===== config.mk =====
export PLATFORM = sky130hd
export DESIGN_NAME = triangle_fan_face_normals
export DESIGN_NICKNAME = d
export VERILOG_FILES = /design/src/design/tffn_pkg.sv /design/src/design/triangle_fan_face_normals.sv
export SDC_FILE = /design/constraint.sdc
export NUM_CORES = 2
export LEC_CHECK = 0
export BUFFER_PORTS_ARGS = -buffer_cell sky130_fd_sc_hd__buf_2
export CAP_MARGIN = 20
export CORE_MARGIN = 2
export CORE_UTILIZATION = 30
export CTS_CLUSTER_DIAMETER = 120
export DETAILED_ROUTE_END_ITERATION = 10
export GPL_ROUTABILITY_DRIVEN = 0
export GPL_TIMING_DRIVEN = 1
export SYNTH_ARGS = -nofsm -noshare
export SYNTH_HDL_FRONTEND = slang
export SYNTH_SLANG_ARGS = --single-unit

===== constraint.sdc =====
create_clock -name clk -period 15.5 [get_ports clk]
set_input_delay 1.55 -clock clk [delete_from_list [all_inputs] [get_ports clk]]
set_output_delay 1.55 -clock clk [all_outputs]
set_load 0.03 [all_outputs]

===== src/design/tffn_pkg.sv =====
package tffn_pkg;

    // Sequencer states of the normal unit
    typedef enum logic [3:0] {
        ST_IDLE,
        ST_MUL,
        ST_CROSS,
        ST_MAX,
        ST_NORM,
        ST_SQ,
        ST_SQRT,
        ST_DIV,
        ST_NEXT,
        ST_OUT
    } state_t;

    localparam int NORM_ONE_SHIFT = 14;
    localparam int SH_WIDTH       = 32;   // shifted magnitude width
    localparam int SUM_WIDTH      = 64;
    localparam int ROOT_WIDTH     = 32;
    localparam int DIV_WIDTH      = 48;   // dividend q*2^14 + r/2
    localparam int NORM_WIDTH     = 16;

endpackage


===== src/design/triangle_fan_face_normals.sv =====
// A point that closes a triangle shows it once its request is taken and the block has run
// serial products, normalising shifts, squares, a root and three restoring divisions (a
// degenerate one goes from the products straight to the output).
// Throughput: points that emit nothing are taken one a cycle; the input stalls while a
// triangle is worked out and until it is taken.
// Reset (rst_n low, asynchronous): state, point count, first and previous points and handshake cleared.
module triangle_fan_face_normals #(
    parameter int COORD_WIDTH = 16
) (
    input  logic                          clk,
    input  logic                          rst_n,
    input  logic                          in_valid,
    output logic                          in_stall,
    input  logic                          start_req,
    input  logic signed [COORD_WIDTH-1:0] pos_x,
    input  logic signed [COORD_WIDTH-1:0] pos_y,
    input  logic signed [COORD_WIDTH-1:0] pos_z,
    output logic                          out_valid,
    input  logic                          out_stall,
    output logic signed [COORD_WIDTH-1:0] a_x,
    output logic signed [COORD_WIDTH-1:0] a_y,
    output logic signed [COORD_WIDTH-1:0] a_z,
    output logic signed [COORD_WIDTH-1:0] b_x,
    output logic signed [COORD_WIDTH-1:0] b_y,
    output logic signed [COORD_WIDTH-1:0] b_z,
    output logic signed [COORD_WIDTH-1:0] c_x,
    output logic signed [COORD_WIDTH-1:0] c_y,
    output logic signed [COORD_WIDTH-1:0] c_z,
    output logic signed [15:0]            norm_x,
    output logic signed [15:0]            norm_y,
    output logic signed [15:0]            norm_z
);

    localparam int DW  = COORD_WIDTH + 1;          // difference width
    localparam int PW  = 2 * DW;                   // product width
    localparam int CW  = PW + 1;                   // cross component width
    localparam int MW  = CW - 1;                   // magnitude width
    localparam int MXW = (MW > 32) ? MW : 32;      // largest magnitude, room to shift up
    localparam int CNTW = $clog2(PW + 1) + 1;

    typedef logic signed [COORD_WIDTH-1:0] coord_t;

    tffn_pkg::state_t state_reg, state_next;

    coord_t fx_reg, fy_reg, fz_reg, px_reg, py_reg, pz_reg;
    coord_t cx_reg, cy_reg, cz_reg;
    logic [1:0] count_reg;

    // Differences u = b - a, v = c - a
    logic signed [DW-1:0] u_reg [3];
    logic signed [DW-1:0] v_reg [3];

    // Serial multiplier: six products, one multiplier bit per cycle
    logic [2:0]             pidx_reg;
    logic [CNTW-1:0]        bit_reg;
    logic signed [PW-1:0]   acc_reg;
    logic [DW-1:0]          mplr_reg;
    logic signed [PW-1:0]   mcand_reg;
    logic signed [PW-1:0]   prod_reg [6];

    logic signed [CW-1:0]   cr_reg [3];
    logic [MW-1:0]          mag_reg [3];
    logic [MXW-1:0]         m_reg;
    logic [tffn_pkg::SH_WIDTH-1:0] q_reg [3];

    logic [tffn_pkg::SUM_WIDTH-1:0]  s_reg;
    logic [tffn_pkg::SUM_WIDTH-1:0]  rem_reg;
    logic [tffn_pkg::ROOT_WIDTH-1:0] root_reg;
    logic [1:0]                      ci_reg;

    logic [tffn_pkg::DIV_WIDTH-1:0]  dvd_reg;
    logic [tffn_pkg::DIV_WIDTH-1:0]  drem_reg;
    logic [tffn_pkg::DIV_WIDTH-1:0]  quo_reg;
    logic [15:0]                     n_reg [3];
    logic                            zero_reg;

    logic out_valid_reg;
    logic accept;
    logic emit;
    logic mag_zero;
    logic mul_last, sq_last, sqrt_last, div_last, max_big, max_small;

    assign in_stall = (state_reg != tffn_pkg::ST_IDLE) || out_valid_reg;
    assign accept   = in_valid && !in_stall;
    assign emit     = !start_req && (count_reg == 2'd2);
    assign mag_zero = ((mag_reg[0] | mag_reg[1] | mag_reg[2]) == '0);

    assign mul_last  = (bit_reg == CNTW'(DW - 1));
    assign sq_last   = (bit_reg == CNTW'(tffn_pkg::SH_WIDTH - 1));
    assign sqrt_last = (bit_reg == CNTW'(tffn_pkg::ROOT_WIDTH - 1));
    assign div_last  = (bit_reg == CNTW'(tffn_pkg::DIV_WIDTH - 1));
    assign max_big   = (m_reg >= (MXW'(1) << 31));
    assign max_small = (m_reg < (MXW'(1) << 30));

    // Next state
    always_comb
    begin
        state_next = state_reg;
        case (state_reg)
            tffn_pkg::ST_IDLE:  if (accept && emit) state_next = tffn_pkg::ST_MUL;
            tffn_pkg::ST_MUL:   if (mul_last && pidx_reg == 3'd5)
                                    state_next = tffn_pkg::ST_CROSS;
            tffn_pkg::ST_CROSS: state_next = tffn_pkg::ST_MAX;
            tffn_pkg::ST_MAX:   state_next = mag_zero ? tffn_pkg::ST_OUT
                                                      : tffn_pkg::ST_NORM;
            tffn_pkg::ST_NORM:  if (!max_big && !max_small) state_next = tffn_pkg::ST_SQ;
            tffn_pkg::ST_SQ:    if (sq_last && ci_reg == 2'd2) state_next = tffn_pkg::ST_SQRT;
            tffn_pkg::ST_SQRT:  if (sqrt_last) state_next = tffn_pkg::ST_NEXT;
            tffn_pkg::ST_NEXT:  state_next = tffn_pkg::ST_DIV;
            tffn_pkg::ST_DIV:   if (div_last)
                                    state_next = (ci_reg == 2'd2) ? tffn_pkg::ST_OUT
                                                                  : tffn_pkg::ST_NEXT;
            tffn_pkg::ST_OUT:   state_next = tffn_pkg::ST_IDLE;
            default:            state_next = tffn_pkg::ST_IDLE;
        endcase
    end

    always_ff @(posedge clk or negedge rst_n)
    begin
        if (!rst_n)
        begin
            state_reg <= tffn_pkg::ST_IDLE;
        end
        else
        begin
            state_reg <= state_next;
        end
    end

    // Point store and count
    always_ff @(posedge clk or negedge rst_n)
    begin
        if (!rst_n)
        begin
            count_reg <= 2'd0;
            fx_reg <= '0; fy_reg <= '0; fz_reg <= '0;
            px_reg <= '0; py_reg <= '0; pz_reg <= '0;
        end
        else if (accept)
        begin
            if (start_req || count_reg == 2'd0)
            begin
                fx_reg <= pos_x; fy_reg <= pos_y; fz_reg <= pos_z;
                px_reg <= pos_x; py_reg <= pos_y; pz_reg <= pos_z;
                count_reg <= 2'd1;
            end
            else if (count_reg == 2'd1)
            begin
                px_reg <= pos_x; py_reg <= pos_y; pz_reg <= pos_z;
                count_reg <= 2'd2;
            end
        end
        else if (out_valid_reg && !out_stall)
        begin
            // advance previous point once the triangle is taken
            px_reg <= cx_reg; py_reg <= cy_reg; pz_reg <= cz_reg;
        end
    end

    // Output handshake
    always_ff @(posedge clk or negedge rst_n)
    begin
        if (!rst_n)
        begin
            out_valid_reg <= 1'b0;
        end
        else if (state_reg == tffn_pkg::ST_OUT)
        begin
            out_valid_reg <= 1'b1;
        end
        else if (!out_stall)
        begin
            out_valid_reg <= 1'b0;
        end
    end

    // Datapath: differences, serial products, cross, normalise, squares, root, divide
    always_ff @(posedge clk)
    begin
        case (state_reg)
            tffn_pkg::ST_IDLE:
            begin
                if (accept && emit)
                begin
                    cx_reg <= pos_x; cy_reg <= pos_y; cz_reg <= pos_z;
                    u_reg[0] <= DW'(px_reg) - DW'(fx_reg);
                    u_reg[1] <= DW'(py_reg) - DW'(fy_reg);
                    u_reg[2] <= DW'(pz_reg) - DW'(fz_reg);
                    v_reg[0] <= DW'(pos_x) - DW'(fx_reg);
                    v_reg[1] <= DW'(pos_y) - DW'(fy_reg);
                    v_reg[2] <= DW'(pos_z) - DW'(fz_reg);
                    // first product u1*v2
                    mcand_reg <= PW'(DW'(py_reg) - DW'(fy_reg));
                    mplr_reg  <= DW'(pos_z) - DW'(fz_reg);
                    pidx_reg  <= 3'd0;
                    bit_reg   <= '0;
                    acc_reg   <= '0;
                end
            end
            tffn_pkg::ST_MUL:
            begin
                // shift-add; top bit of the multiplier weighs negative
                logic signed [PW-1:0] acc_n;
                acc_n = acc_reg;
                if (mplr_reg[0])
                    acc_n = mul_last ? acc_reg - mcand_reg : acc_reg + mcand_reg;
                if (mul_last)
                begin
                    prod_reg[pidx_reg] <= acc_n;
                    pidx_reg <= pidx_reg + 3'd1;
                    bit_reg  <= '0;
                    acc_reg  <= '0;
                    case (pidx_reg)
                        3'd0: begin mcand_reg <= PW'(u_reg[2]); mplr_reg <= v_reg[1]; end
                        3'd1: begin mcand_reg <= PW'(u_reg[2]); mplr_reg <= v_reg[0]; end
                        3'd2: begin mcand_reg <= PW'(u_reg[0]); mplr_reg <= v_reg[2]; end
                        3'd3: begin mcand_reg <= PW'(u_reg[0]); mplr_reg <= v_reg[1]; end
                        3'd4: begin mcand_reg <= PW'(u_reg[1]); mplr_reg <= v_reg[0]; end
                        default: begin mcand_reg <= '0; mplr_reg <= '0; end
                    endcase
                end
                else
                begin
                    acc_reg   <= acc_n;
                    mcand_reg <= mcand_reg <<< 1;
                    mplr_reg  <= mplr_reg >> 1;
                    bit_reg   <= bit_reg + 1'b1;
                end
            end
            tffn_pkg::ST_CROSS:
            begin
                logic signed [CW-1:0] c0, c1, c2;
                c0 = CW'(prod_reg[0]) - CW'(prod_reg[1]);
                c1 = CW'(prod_reg[2]) - CW'(prod_reg[3]);
                c2 = CW'(prod_reg[4]) - CW'(prod_reg[5]);
                cr_reg[0] <= c0; cr_reg[1] <= c1; cr_reg[2] <= c2;
                mag_reg[0] <= MW'(c0 < 0 ? -c0 : c0);
                mag_reg[1] <= MW'(c1 < 0 ? -c1 : c1);
                mag_reg[2] <= MW'(c2 < 0 ? -c2 : c2);
            end
            tffn_pkg::ST_MAX:
            begin
                q_reg[0] <= tffn_pkg::SH_WIDTH'(mag_reg[0]);
                q_reg[1] <= tffn_pkg::SH_WIDTH'(mag_reg[1]);
                q_reg[2] <= tffn_pkg::SH_WIDTH'(mag_reg[2]);
                zero_reg <= mag_zero;
            end
            tffn_pkg::ST_NORM:
            begin
                // one shift step a cycle toward [2^30, 2^31)
                if (max_big)
                begin
                    for (int i = 0; i < 3; i++)
                    begin
                        mag_reg[i] <= mag_reg[i] >> 1;
                        q_reg[i]   <= tffn_pkg::SH_WIDTH'(mag_reg[i] >> 1);
                    end
                end
                else if (max_small)
                begin
                    for (int i = 0; i < 3; i++)
                        q_reg[i] <= q_reg[i] << 1;
                end
                else
                begin
                    ci_reg  <= 2'd0;
                    bit_reg <= '0;
                    s_reg   <= '0;
                    dvd_reg <= {16'd0, q_reg[0]};
                end
            end
            tffn_pkg::ST_SQ:
            begin
                // square each q by shift-add, bit selected from dvd_reg
                if (dvd_reg[0])
                    s_reg <= s_reg + (tffn_pkg::SUM_WIDTH'(q_reg[ci_reg]) << bit_reg);
                dvd_reg <= dvd_reg >> 1;
                if (sq_last)
                begin
                    bit_reg <= '0;
                    ci_reg  <= ci_reg + 2'd1;
                    dvd_reg <= (ci_reg == 2'd0) ? {16'd0, q_reg[1]} : {16'd0, q_reg[2]};
                    rem_reg  <= '0;
                    root_reg <= '0;
                end
                else
                begin
                    bit_reg <= bit_reg + 1'b1;
                end
            end
            tffn_pkg::ST_SQRT:
            begin
                // restoring root: two radicand bits in, one root bit out
                logic [tffn_pkg::SUM_WIDTH-1:0] r_n, t;
                r_n = (rem_reg << 2) | tffn_pkg::SUM_WIDTH'(s_reg[63:62]);
                t   = tffn_pkg::SUM_WIDTH'({root_reg, 2'b01});
                if (r_n >= t)
                begin
                    rem_reg  <= r_n - t;
                    root_reg <= {root_reg[30:0], 1'b1};
                end
                else
                begin
                    rem_reg  <= r_n;
                    root_reg <= {root_reg[30:0], 1'b0};
                end
                s_reg <= s_reg << 2;
                if (sqrt_last)
                    ci_reg <= 2'd0;
                else
                    bit_reg <= bit_reg + 1'b1;
            end
            tffn_pkg::ST_NEXT:
            begin
                dvd_reg  <= (tffn_pkg::DIV_WIDTH'(q_reg[ci_reg]) << tffn_pkg::NORM_ONE_SHIFT)
                          + tffn_pkg::DIV_WIDTH'(root_reg >> 1);
                drem_reg <= '0;
                quo_reg  <= '0;
                bit_reg  <= '0;
            end
            tffn_pkg::ST_DIV:
            begin
                // restoring division, one quotient bit a cycle
                logic [tffn_pkg::DIV_WIDTH-1:0] d_n, qv;
                logic [15:0] nm;
                d_n = {drem_reg[46:0], dvd_reg[47]};
                qv  = quo_reg << 1;
                if (d_n >= tffn_pkg::DIV_WIDTH'(root_reg))
                begin
                    d_n = d_n - tffn_pkg::DIV_WIDTH'(root_reg);
                    qv[0] = 1'b1;
                end
                drem_reg <= d_n;
                quo_reg  <= qv;
                dvd_reg  <= dvd_reg << 1;
                bit_reg  <= bit_reg + 1'b1;
                if (div_last)
                begin
                    nm = cr_reg[ci_reg] < 0 ? 16'(-qv) : 16'(qv);
                    n_reg[ci_reg] <= nm;
                    ci_reg <= ci_reg + 2'd1;
                end
            end
            tffn_pkg::ST_OUT:
            begin
                if (zero_reg)
                begin
                    n_reg[0] <= '0; n_reg[1] <= '0; n_reg[2] <= '0;
                end
            end
            default: ;
        endcase
    end

    // Largest magnitude: pick it in MAX, shift it along with the others in NORM
    always_ff @(posedge clk)
    begin
        if (state_reg == tffn_pkg::ST_MAX)
        begin
            m_reg <= MXW'((mag_reg[0] >= mag_reg[1] && mag_reg[0] >= mag_reg[2]) ? mag_reg[0]
                   : (mag_reg[1] >= mag_reg[2]) ? mag_reg[1] : mag_reg[2]);
        end
        else if (state_reg == tffn_pkg::ST_NORM)
        begin
            if (max_big)
                m_reg <= m_reg >> 1;
            else if (max_small)
                m_reg <= m_reg << 1;
        end
    end

    assign out_valid = out_valid_reg;
    assign a_x = fx_reg; assign a_y = fy_reg; assign a_z = fz_reg;
    assign b_x = px_reg; assign b_y = py_reg; assign b_z = pz_reg;
    assign c_x = cx_reg; assign c_y = cy_reg; assign c_z = cz_reg;
    assign norm_x = n_reg[0];
    assign norm_y = n_reg[1];
    assign norm_z = n_reg[2];

endmodule


==> reports/metrics.csv <==
stage,metric,value,unit
synthesis,Post-synth EDFFs,955,
sta,unrepaired setup endpoints after global routing,false,
cts,"Clk pin slew, worst setup/hold paths",0.07,ns
cts,CTS tree,done,
synthesis,syn nets,8387,
finish,Layout Utilization,33.82,%
status,status,"finished, final reports clean",
critical_path,crit path capture type,flip-flop,
die,full die area,253600,sq um
sta,Hold WS,0.4958,ns
synthesis,post-synth top area cell,edfxtp_1,
sta,Final Hold Violating Endpoints,0,
die,Ports,247,
sta,clk_skew,0.07324,ns
synthesis,most frequent cells after synthesis,"edfxtp_1, nor2_1, a21oi_1",
route,wire per inst,19.80,um
sta,fmax,0.1446,GHz
critical_path,Top delay family on crit path,compound AO/OA/AOI/OAI gates,
placement,IO Port Bufs,246,
power_and_ir_drop,worst vdd ir,97.86,uV
power_and_ir_drop,Logic pwr share,3.8,%
cts,H-tree levels,3,
synthesis,post-synthesis cell type count,92,
die,Core Footprint,248400,sq um
finish,design area,84010,sq um
synthesis,largest cells by area after synthesis,"edfxtp_1, ha_1, a21oi_1, nor2_1, dfrtp_1",
cts,# clock sinks,1108,
power_and_ir_drop,Clk pwr share,46.7,%
route,vias per inst,5.357,
cts,CTS Root Buffer Type,clkbuf_16,
cts,# hold bufs at CTS,0,
critical_path,flop2flop setup slack,8.58,ns
synthesis,post-synthesis register bit count,1108,
min_path,HP Class,flip-flop to flip-flop,
sta,setup TNS,0,ns
sta,final worst path period share,44.63,%
synthesis,"Cell Area, Synth",74870,sq um
sta,final number of setup-violating endpoints,0,
global_routing,first-pass GRT wire length,343.6,mm
global_routing,M2 GR Usage,27.37,%
min_path,Worst Hold Depth,2,
critical_path,"critical path fanouts, max",33,
power_and_ir_drop,Int Pwr,5.042,mW
sta,Final Max Tran Viols,0,
die,cell row count,183,
critical_path,critical path required time,15.98,ns
sta,Final min period,6.918,ns
synthesis,sequential fraction of the synthesis area,43.08,%
route,DRC violations left,0,
synthesis,most common cell in the netlist,edfxtp_1,
synthesis,area share of the largest cell type after synthesis,38.30,%
synthesis,Ys Warns,0,
synthesis,Most used DFF post-synth,edfxtp_1,
power_and_ir_drop,Static Leak,33.80,nW
route,drt pass-1 iters,10,
finish,fillcell total,24960,
global_routing,grt ovf,0,
finish,area delta synth->final,12.21,%
finish,max reg flops,204,
route,Vias,60620,
global_routing,GRT busiest layer,met2,
cts,clk_lat worst skew,0.81,ns
critical_path,critical path's slowest cell,dfxtp_2,
sta,slew at the pin with the worst max-slew slack,1.259,ns
global_routing,pin count of the biggest net entering global routing,109,
finish,Final nets,8472,
min_path,Hold Path Origin,n_reg[0][0]$_SDFFE_PP0P_,
cts,CTS Buf Count,118,
synthesis,ys async rst share,9.296,%
route,Iter 0 DRT Violations,6028,
placement,DP Area,79740,sq um
route,Routed WL,224.0,mm
die,starting density of the core,30.14,%
placement,post-DP HPWL,168.2,mm
power_and_ir_drop,overall power,6.543,mW
global_routing,Global Route met1 Usage,22.54,%
critical_path,reg2reg end,s_reg[57]$_DFFE_PP_,
critical_path,CP Cell Sequence,mux2i_1 > nor2_1 > a21oi_1 > mux2_2 > nor2_1 > a21oi_1 > mux2i_1 > o21ai_0 > mux2_2 > nor2_1 > ha_1 > and3_1 > nand4_1 > nor4_1 > and3_1 > o31ai_1 > nor3_1 > o21ai_0 > o41ai_1 > a221o_1 > a21oi_1 > xor2_1 > o21ai_0,
global_routing,met3 usage,2.855,%
critical_path,max incr delay on CP,0.98,ns
cts,Longest Clk Path Bufs,3,
die,Die Height,503.6,um
cts,cts repair resizes,0,
global_routing,vias in the first global route,58710,
global_routing,total global-route track usage,17.04,%
power_and_ir_drop,Seq pwr share,49.5,%
power_and_ir_drop,Sw Pwr,1.501,mW
power_and_ir_drop,Power Density,77.89,nW/um^2
global_routing,initial antenna violation count,11,
route,Routed Antenna Nets,0,
min_path,Worst Hold End,n_reg[0][0]$_SDFFE_PP0P_,
critical_path,Worst Setup Start Kind,flip-flop,
finish,layout cell share with drive strength beyond 1,9.258,%
synthesis,post-synthesis instance total,7793,
critical_path,Setup CP Type,flip-flop to flip-flop,
sta,Slew headroom,15.30,%
critical_path,WP data arrival,7.40,ns
power_and_ir_drop,Switching Share,22.94,%
synthesis,synthesized area per cell,9.607,sq um
cts,Post-CTS Setup Inserts,0,
critical_path,Register-to-Register Path Depth,23,
die,die width,503.6,um
job,maxcap violations,0,
critical_path,CP Buf/Inv Count,0,
[power by group through the flow]
stage	Sequential, mW	Clock (mW)	Combinational (mW)
after global routing	3.24	3.22	0.276
after CTS	3.24	3.12	0.247
after detailed placement	3.31	0	0.245
after floorplan	3.32	0	0.145
after global placement	3.31	0	0.238
final	3.24	3.05	0.247
[worst min-delay path, stage by stage (launching register included)]
cell and delay (ns):
dfxtp_1 0.31, nor2_1 0.09, a211oi_1 0.05
[logic make-up (layout without fill, tap and decap cells)]
family | after synthesis | in the layout | synth area share [%]
AO/OA/AOI/OAI | 2163 | 2163 | 18.50
XOR/XNOR | 463 | 463 | 5.416
adder cells (fa/ha/maj) | 541 | 541 | 9.171
buffers and inverters | 924 | 1113 | 4.651
flip-flops | 1108 | 1108 | 43.08
multiplexers | 351 | 351 | 5.232
other | 0 | 3 | 0
AND/OR/NAND/NOR | 2243 | 2243 | 13.95
[placed cells by master (no fill, tap or decap), drive strengths merged, types with 47 or more instances in the layout]
cell	n
a211oi	78
a21o	229
a21oi	655
a222oi	90
a22oi	52
a31oi	50
and2	93
and3	66
buf	326
clkbuf	138
clkinv	59
dfrtp	103
dfxtp	50
edfxtp	955
ha	528
inv	570
mux2	93
mux2i	235
nand2	601
nand2b	70
nand3	129
nand4	86
nor2	776
nor2b	83
nor3	119
nor4	62
o21a	68
o21ai	511
o21bai	47
o31ai	69
or3	49
xnor2	285
xor2	178
[how the worst max path moves through the flow]
| stage | start | endpoint | slack [ns] | cells after the start |
|---|---|---|---|---|
| global route | flip-flop | s_reg[57]$_DFFE_PP_ | 8.02 | 23 |
| CTS | bit_reg[0]$_DFFE_PP_ | prod_reg[5][33]$_DFFE_PP_ | 8.66 | 19 |
| finish | flip-flop | s_reg[57]$_DFFE_PP_ | 8.58 | 23 |
| floorplan | start_req | bit_reg[0]$_DFFE_PP_ | 9.25 | 5 |
| global placement | bit_reg[0]$_DFFE_PP_ | prod_reg[0][33]$_DFFE_PP_ | 8.82 | 19 |
| detailed placement | bit_reg[0]$_DFFE_PP_ | prod_reg[5][33]$_DFFE_PP_ | 8.68 | 19 |
[final cells by class]
| class | count | area (sq um) | share of cell area [%] |
|---|---|---|---|
| flip-flops and latches | 1108 | 32260 | 38.40 |
| clock buffers | 137 | 3141 | 3.738 |
| repair buffers | 327 | 1922 | 2.288 |
| inverters | 562 | 2115 | 2.517 |
| well taps | 3330 | 4167 | 4.959 |
| diodes | 3 | 7.507 | 0.008936 |
| clock inverters | 87 | 1028 | 1.224 |
| multi-input cells | 5761 | 39370 | 46.87 |
[stage by stage]
stage | setup slack [ns] | std cells
final | 8.582 | 11320
after global routing | 8.022 | 11310
after CTS | 8.656 | 11310
after detailed placement | 8.681 | 11080
after global placement | 8.825 | 11080
after floorplan | 9.249 | 7793
[routing by layer]
layer | wire, um | vias to the layer above
li1 | - | 28750
met1 | 96530 | 29180
met2 | 100800 | 2223
met3 | 15890 | 462
met4 | 10800 | 4
met5 | 27 | -
No activity file was read; power rests on OpenSTA's default activity.
